===== src/sv/ssgd_pkg.sv =====
// ----------------------------------------------------------------------------
// ssgd_pkg
// Shared widths, types and register codes for the segmented 7-point cubic
// Savitzky-Golay first-derivative filter.
// ----------------------------------------------------------------------------
`timescale 1ns / 1ps
`default_nettype none

package ssgd_pkg;

    localparam int SAMPLE_WIDTH   = 16;
    localparam int COEF_FRAC_BITS = 16;
    localparam int COEF_WIDTH     = 18;
    localparam int WIN_LEN        = 7;
    localparam int FILL_W         = 3;
    localparam int CFG_IDX_W      = 2;

    localparam int DIFF_W  = SAMPLE_WIDTH + 1;
    localparam int PROD_W  = COEF_WIDTH + DIFF_W;
    localparam int SUM_W   = PROD_W + 2;
    localparam int DERIV_W = SAMPLE_WIDTH + 1;
    localparam int Q_W     = SUM_W - COEF_FRAC_BITS;

    typedef logic signed [SAMPLE_WIDTH-1:0] sample_t;
    typedef logic signed [COEF_WIDTH-1:0]   coef_val_t;
    typedef logic signed [DIFF_W-1:0]       diff_t;
    typedef logic signed [PROD_W-1:0]       prod_t;
    typedef logic signed [SUM_W-1:0]        sum_t;
    typedef logic signed [Q_W-1:0]          quot_t;
    typedef logic signed [DERIV_W-1:0]      deriv_t;
    typedef logic [FILL_W-1:0]              fill_t;
    typedef logic [CFG_IDX_W-1:0]           cfg_idx_t;

    // register indexes on the configuration port
    localparam cfg_idx_t REG_COEF_NEAR = cfg_idx_t'(0);
    localparam cfg_idx_t REG_COEF_MID  = cfg_idx_t'(1);
    localparam cfg_idx_t REG_COEF_FAR  = cfg_idx_t'(2);

    localparam coef_val_t COEF_NEAR_RST = coef_val_t'(15084);
    localparam coef_val_t COEF_MID_RST  = coef_val_t'(17424);
    localparam coef_val_t COEF_FAR_RST  = coef_val_t'(-5721);

    localparam fill_t FILL_FULL = fill_t'(WIN_LEN);

    localparam sum_t  ROUND_HALF = sum_t'(64'sd1 <<< (COEF_FRAC_BITS - 1));
    localparam quot_t Q_MAX = quot_t'((64'sd1 <<< (DERIV_W - 1)) - 64'sd1);
    localparam quot_t Q_MIN = quot_t'(-(64'sd1 <<< (DERIV_W - 1)));

    typedef struct packed {
        coef_val_t near_c;
        coef_val_t mid_c;
        coef_val_t far_c;
    } coef_t;

    typedef struct packed {
        diff_t   d_near;
        diff_t   d_mid;
        diff_t   d_far;
        sample_t center;
    } win_data_t;

endpackage

`default_nettype wire


===== src/sv/ssgd_window.sv =====
// ----------------------------------------------------------------------------
// ssgd_window
// Seven-sample window with segment fill count; registers the symmetric
// differences and the center sample of every full window.
// ----------------------------------------------------------------------------
`timescale 1ns / 1ps
`default_nettype none

module ssgd_window (
    input  wire logic                aclk,
    input  wire logic                aresetn,
    input  wire logic                s_valid,
    output logic                     s_ready,
    input  wire ssgd_pkg::sample_t   s_sample,
    input  wire logic                s_gap,
    output logic                     win_valid,
    input  wire logic                win_ready,
    output ssgd_pkg::win_data_t      win_data
);

    ssgd_pkg::sample_t   win_reg [ssgd_pkg::WIN_LEN];
    ssgd_pkg::fill_t     fill_reg;
    ssgd_pkg::fill_t     fill_next;
    logic                valid_reg;
    ssgd_pkg::win_data_t data_reg;
    ssgd_pkg::win_data_t data_next;
    logic                accept;
    logic                full;

    assign s_ready   = !valid_reg || win_ready;
    assign accept    = s_valid && s_ready;
    assign full      = (fill_reg == ssgd_pkg::FILL_FULL);
    assign win_valid = valid_reg;
    assign win_data  = data_reg;

    always_comb begin
        fill_next = fill_reg;
        if (accept) begin
            if (s_gap) begin
                fill_next = '0;
            end else if (!full) begin
                fill_next = fill_reg + ssgd_pkg::fill_t'(1);
            end
        end
    end

    // differences taken from the window as it stands before the shift
    always_comb begin
        data_next.d_near = ssgd_pkg::DIFF_W'(win_reg[4]) - ssgd_pkg::DIFF_W'(win_reg[2]);
        data_next.d_mid  = ssgd_pkg::DIFF_W'(win_reg[5]) - ssgd_pkg::DIFF_W'(win_reg[1]);
        data_next.d_far  = ssgd_pkg::DIFF_W'(win_reg[6]) - ssgd_pkg::DIFF_W'(win_reg[0]);
        data_next.center = win_reg[3];
    end

    always_ff @(posedge aclk) begin
        if (!aresetn) begin
            fill_reg  <= '0;
            valid_reg <= 1'b0;
        end else begin
            fill_reg <= fill_next;
            if (s_ready) begin
                valid_reg <= accept && !s_gap && full;
            end
        end
    end

    always_ff @(posedge aclk) begin
        if (accept && !s_gap) begin
            for (int i = 0; i < ssgd_pkg::WIN_LEN - 1; i++) begin
                win_reg[i] <= win_reg[i+1];
            end
            win_reg[ssgd_pkg::WIN_LEN-1] <= s_sample;
            data_reg <= data_next;
        end
    end

endmodule

`default_nettype wire


===== src/sv/ssgd_calc.sv =====
// ----------------------------------------------------------------------------
// ssgd_calc
// Weighted sum of the symmetric differences: product stage, then sum,
// round half up and saturate into the output register.
// ----------------------------------------------------------------------------
`timescale 1ns / 1ps
`default_nettype none

module ssgd_calc (
    input  wire logic                aclk,
    input  wire logic                aresetn,
    input  wire ssgd_pkg::coef_t     coef,
    input  wire logic                win_valid,
    output logic                     win_ready,
    input  wire ssgd_pkg::win_data_t win_data,
    output logic                     m_valid,
    input  wire logic                m_ready,
    output ssgd_pkg::sample_t        m_center_value,
    output ssgd_pkg::deriv_t         m_derivative
);

    logic              prod_valid_reg;
    ssgd_pkg::prod_t   p_near_reg;
    ssgd_pkg::prod_t   p_mid_reg;
    ssgd_pkg::prod_t   p_far_reg;
    ssgd_pkg::sample_t center_reg;

    logic              out_valid_reg;
    ssgd_pkg::sample_t out_center_reg;
    ssgd_pkg::deriv_t  out_deriv_reg;
    ssgd_pkg::deriv_t  deriv_next;

    ssgd_pkg::sum_t    sum;
    ssgd_pkg::quot_t   quot;
    logic              out_ready;

    assign out_ready = !out_valid_reg || m_ready;
    assign win_ready = !prod_valid_reg || out_ready;

    always_comb begin
        sum = ssgd_pkg::SUM_W'(p_near_reg) + ssgd_pkg::SUM_W'(p_mid_reg)
            + ssgd_pkg::SUM_W'(p_far_reg) + ssgd_pkg::ROUND_HALF;
        // arithmetic shift: floor division by the coefficient scale
        quot = sum[ssgd_pkg::SUM_W-1:ssgd_pkg::COEF_FRAC_BITS];
        if (quot > ssgd_pkg::Q_MAX) begin
            deriv_next = ssgd_pkg::Q_MAX[ssgd_pkg::DERIV_W-1:0];
        end else if (quot < ssgd_pkg::Q_MIN) begin
            deriv_next = ssgd_pkg::Q_MIN[ssgd_pkg::DERIV_W-1:0];
        end else begin
            deriv_next = quot[ssgd_pkg::DERIV_W-1:0];
        end
    end

    always_ff @(posedge aclk) begin
        if (!aresetn) begin
            prod_valid_reg <= 1'b0;
            out_valid_reg  <= 1'b0;
        end else begin
            if (win_ready) begin
                prod_valid_reg <= win_valid;
            end
            if (out_ready) begin
                out_valid_reg <= prod_valid_reg;
            end
        end
    end

    always_ff @(posedge aclk) begin
        if (win_ready && win_valid) begin
            p_near_reg <= coef.near_c * win_data.d_near;
            p_mid_reg  <= coef.mid_c * win_data.d_mid;
            p_far_reg  <= coef.far_c * win_data.d_far;
            center_reg <= win_data.center;
        end
        if (out_ready && prod_valid_reg) begin
            out_center_reg <= center_reg;
            out_deriv_reg  <= deriv_next;
        end
    end

    assign m_valid        = out_valid_reg;
    assign m_center_value = out_center_reg;
    assign m_derivative   = out_deriv_reg;

endmodule

`default_nettype wire


===== src/sv/segmented_savgol_derivative.sv =====
// Path: a result reaches m_* through the window register, loaded at the edge that
//   accepts its sample, then through the product and output registers.
// Throughput: one item per cycle; each stage holds its item only while the
//   next one is full, so a waiting result stops new samples once all three fill.
// Reset (aresetn, synchronous, active low): segment fill count and all valid
//   flags clear, coefficients return to their defaults.
// ----------------------------------------------------------------------------
// segmented_savgol_derivative
// Segmented 7-point cubic Savitzky-Golay first-derivative filter with a gap
// input that restarts the segment and three programmable weights.
// ----------------------------------------------------------------------------
`timescale 1ns / 1ps
`default_nettype none

module segmented_savgol_derivative (
    input  wire logic                  aclk,
    input  wire logic                  aresetn,
    input  wire logic                  cfg_wr_en,
    input  wire ssgd_pkg::cfg_idx_t    cfg_index,
    input  wire ssgd_pkg::coef_val_t   cfg_wdata,
    input  wire logic                  s_valid,
    output logic                       s_ready,
    input  wire ssgd_pkg::sample_t     s_sample,
    input  wire logic                  s_gap,
    output logic                       m_valid,
    input  wire logic                  m_ready,
    output ssgd_pkg::sample_t          m_center_value,
    output ssgd_pkg::deriv_t           m_derivative
);

    ssgd_pkg::coef_t     coef_reg;
    logic                win_valid;
    logic                win_ready;
    ssgd_pkg::win_data_t win_data;

    always_ff @(posedge aclk) begin
        if (!aresetn) begin
            coef_reg.near_c <= ssgd_pkg::COEF_NEAR_RST;
            coef_reg.mid_c  <= ssgd_pkg::COEF_MID_RST;
            coef_reg.far_c  <= ssgd_pkg::COEF_FAR_RST;
        end else if (cfg_wr_en) begin
            case (cfg_index)
                ssgd_pkg::REG_COEF_NEAR: coef_reg.near_c <= cfg_wdata;
                ssgd_pkg::REG_COEF_MID:  coef_reg.mid_c  <= cfg_wdata;
                ssgd_pkg::REG_COEF_FAR:  coef_reg.far_c  <= cfg_wdata;
                default: begin
                end
            endcase
        end
    end

    ssgd_window u_window (
        .aclk      (aclk),
        .aresetn   (aresetn),
        .s_valid   (s_valid),
        .s_ready   (s_ready),
        .s_sample  (s_sample),
        .s_gap     (s_gap),
        .win_valid (win_valid),
        .win_ready (win_ready),
        .win_data  (win_data)
    );

    ssgd_calc u_calc (
        .aclk           (aclk),
        .aresetn        (aresetn),
        .coef           (coef_reg),
        .win_valid      (win_valid),
        .win_ready      (win_ready),
        .win_data       (win_data),
        .m_valid        (m_valid),
        .m_ready        (m_ready),
        .m_center_value (m_center_value),
        .m_derivative   (m_derivative)
    );

endmodule

`default_nettype wire

===== config.mk =====
export PLATFORM = sky130hd
export DESIGN_NAME = segmented_savgol_derivative
export DESIGN_NICKNAME = d
export VERILOG_FILES = /design/src/sv/ssgd_pkg.sv /design/src/sv/ssgd_window.sv /design/src/sv/ssgd_calc.sv /design/src/sv/segmented_savgol_derivative.sv
export SDC_FILE = /design/constraint.sdc
export NUM_CORES = 2
export LEC_CHECK = 0
export ABC_AREA = 1
export BUFFER_PORTS_ARGS = -buffer_cell sky130_fd_sc_hd__buf_2
export CAP_MARGIN = 40
export CORE_AREA = 2 2 395 397
export DETAILED_ROUTE_END_ITERATION = 8
export DIE_AREA = 0 0 397 399
export SYNTH_ARGS = -nofsm -noshare
export SYNTH_HDL_FRONTEND = slang
export SYNTH_HIERARCHICAL = 1
export SYNTH_SLANG_ARGS = --single-unit

===== constraint.sdc =====
create_clock -name aclk -period 9.9 [get_ports aclk]
set_input_delay 0.99 -clock aclk [delete_from_list [all_inputs] [get_ports aclk]]
set_output_delay 0.99 -clock aclk [all_outputs]
set_load 0.01 [all_outputs]

==> flow_summary.ini <==
[routing]
drcViolationCount = 0
vias = 37590
firstDrtPassIters = 6
ant_nets = 0
routedWlPerCell_um = 16.98
wl_um = 138900
drtIter0Drc = 2298
vias_per_cell = 4.596

[setup_path]
reg2reg_to = u_calc/p_far_reg[19]$_DFFE_PP_
startpoint_type = flip-flop
crit_fanout = 19
cp.required_ps = 10240
critPathKind = flip-flop to flip-flop
r2r-start = u_window/win_data[32]$_DFFE_PP_
r2r_slack_ps = 3080
endpoint_kind = flip-flop
r2r_cells = 19
arrival_ps = 7160

[placement]
hpwlAfterDp_um = 114400
finalWeightedCongestion = 0.9220
portBuffers = 76

[sta]
rsz0062_at_grt = no
finalSetupTns_ps = 0
fin_crit_ps = 6818
fin_skew_ps = 58.44
max_slew_margin_pct = 35.50
setup_viol = 0
finalHoldViolCount = 0
post-route-period-util_pct = 68.87
max_freq_mhz = 146.7
slew_viol_final = 0
tightest_slew_ps = 967.5
hold_slack_ps = 409.1

[clocking]
h-tree-depth = 2
clock_latency_ps = 660
numCtsBuffers = 46
cts_tree = done
post_cts_resized = 0
postCtsSetupBuffers = 0
postCtsHoldBufs = 0
cts.clk_slew.worst_paths_ps = 70
clockRootBuffer = clkbuf_16
clock_sinks = 377
clockBufferDepth = 3

[global_routing]
grt_max_degree = 74
grt_pass1_vias = 40810
grt_pass1_wl_um = 224900
antenna_found_initial = 2
track_usage_pct = 18.11
gr-total-overflow = 0

[floorplanning]
ios = 77
num_rows = 144
die_area_sq_um = 158400
dieHeight_um = 399
initial_core_util_pct = 34.82
die_x_um = 397
core_area_sq_um = 153700

[synth]
syn_area_per_cell_sq_um = 8.683
seq_area_frac_synth_pct = 20.03
yosysMostFrequentCell = inv_1
synth_top_area_share_pct = 36.29
netlist_instances = 6163
synth.largest_area_cell = fa_1
synth_async_sr_flop_share_pct = 0
ys_warn_count = 6
ys_ff_latch = 377
syn_area_sq_um = 53510
synth_ff_type = edfxtp_1
ys_top_cells_by_count = 1747 x inv_1, 1501 x nand2_1, 970 x fa_1, 379 x ha_1, 317 x edfxtp_1
ys_types = 53
yosys-top-cells-area = fa_1 36%, edfxtp_1 18%, inv_1 12%
synth-edff-count = 317
synth_fp_nets = 7554

[layout]
area.growth.synth_to_final_pct = 7.702
drive_above_1_share_pct = 4.288
largest_reg_flops = 112
fin_nets = 7486
multi_input_area_sq_um = 35280
nFillCells = 15500
register_area_sq_um = 10720

[outcome]
status = complete, no violations

[min_path]
hold_depth = 0
hold_class = flip-flop to flip-flop
hold_path_end = u_window/win_reg[2][15]$_DFFE_PP_
min_from = u_window/win_reg[3][15]$_DFFE_PP_

[flow_run]
maxCapViolCount = 0
-- worst max-delay path, cell delays in order (launching register included) --
cell,delay (ps)
edfxtp_1,330
clkinv_1,560
or2_2,560
fa_1,460
fa_1,490
inv_1,50
fa_1,490
fa_1,450
fa_1,500
inv_1,50
fa_1,470
inv_1,40
ha_1,340
nand2_1,80
nor2_1,320
nand2_1,100
o21ai_1,390
nand3_1,150
nand2_1,110
xor2_1,590
-- cells by family after synthesis --
group                      synth area share, %
AOI/OAI and AO/OA                        3.711
xor gates and xnor gates                 2.518
adders and majority gates                45.15
buffers and inverters                    14.07
DFF                                      20.03
and+or+nand+nor                          14.52
-- metal layers --
layer  routed length [um]  track usage (%)
met3                 9429            3.254
met1                61480            24.27
met4                 3412            4.570
met5                    0                0
met2                64530            30.24
-- layout make-up --
type	instances	area share (%)
flip-flops and latches	377	18.60
clock inverters	34	0.7295
well taps	2044	4.437
clock buffers	52	2.054
multi-input cells	3799	61.22
inverters	1757	11.45
repair buffers	114	1.504
diodes	2	0.008684
-- per-stage QoR --
stage	worst slack (ps)	cells	util, %	instance area (sq um)
3_3_place_gp	3213	8076	36.25	55710
3_5_place_dp	3203	8091	36.45	56020
5_1_grt	2816	8177	37.50	57630
4_1_cts	3156	8177	37.50	57630
6_report	3082	8179	37.50	57630
2_1_floorplan	1066	6163	-	53510
-- worst max path at each step --
stage                                     from                         endpoint  slack (ps)  cells after the start
5_1_grt        u_window/win_data[66]$_DFFE_PP_  u_calc/p_near_reg[30]$_DFFE_PP_        2820                     20
3_5_place_dp   u_window/win_data[18]$_DFFE_PP_   u_calc/p_far_reg[33]$_DFFE_PP_        3200                     18
4_1_cts        u_window/win_data[66]$_DFFE_PP_  u_calc/p_near_reg[30]$_DFFE_PP_        3160                     20
6_report       u_window/win_data[32]$_DFFE_PP_   u_calc/p_far_reg[19]$_DFFE_PP_        3080                     19
3_3_place_gp   u_window/win_data[32]$_DFFE_PP_   u_calc/p_far_reg[19]$_DFFE_PP_        3210                     19
2_1_floorplan                          m_ready  u_window/win_data[16]$_DFFE_PP_        1070                      6
-- layout by cell type, fill, tap and decap left out, types with 5 or more instances in the layout --
| cell type | n |
|---|---|
| a21boi_0 | 9 |
| nand4_1 | 23 |
| xor2_1 | 92 |
| nand3_1 | 118 |
| nor3_1 | 22 |
| clkbuf_16 | 46 |
| o21a_1 | 7 |
| clkinvlp_4 | 8 |
| fa_1 | 970 |
| buf_8 | 6 |
| buf_4 | 23 |
| inv_1 | 1746 |
| o21ai_1 | 8 |
| o211ai_1 | 5 |
| a21oi_2 | 9 |
| ha_1 | 379 |
| o21ai_0 | 74 |
| nor4_1 | 5 |
| nor2_1 | 218 |
| xnor2_1 | 60 |
| buf_16 | 7 |
| buf_2 | 76 |
| a21o_1 | 14 |
| nand2_1 | 1501 |
| o21bai_1 | 11 |
| nand2_2 | 20 |
| inv_2 | 6 |
| clkbuf_1 | 5 |
| edfxtp_1 | 317 |
| a31oi_1 | 10 |
| a21oi_1 | 182 |
| or2_2 | 12 |
| nor3_2 | 8 |
| clkinv_1 | 8 |
| dfxtp_1 | 60 |
Power is not shown: default switching activity piles up to over one toggle a cycle in this logic, so the estimate is an artifact.
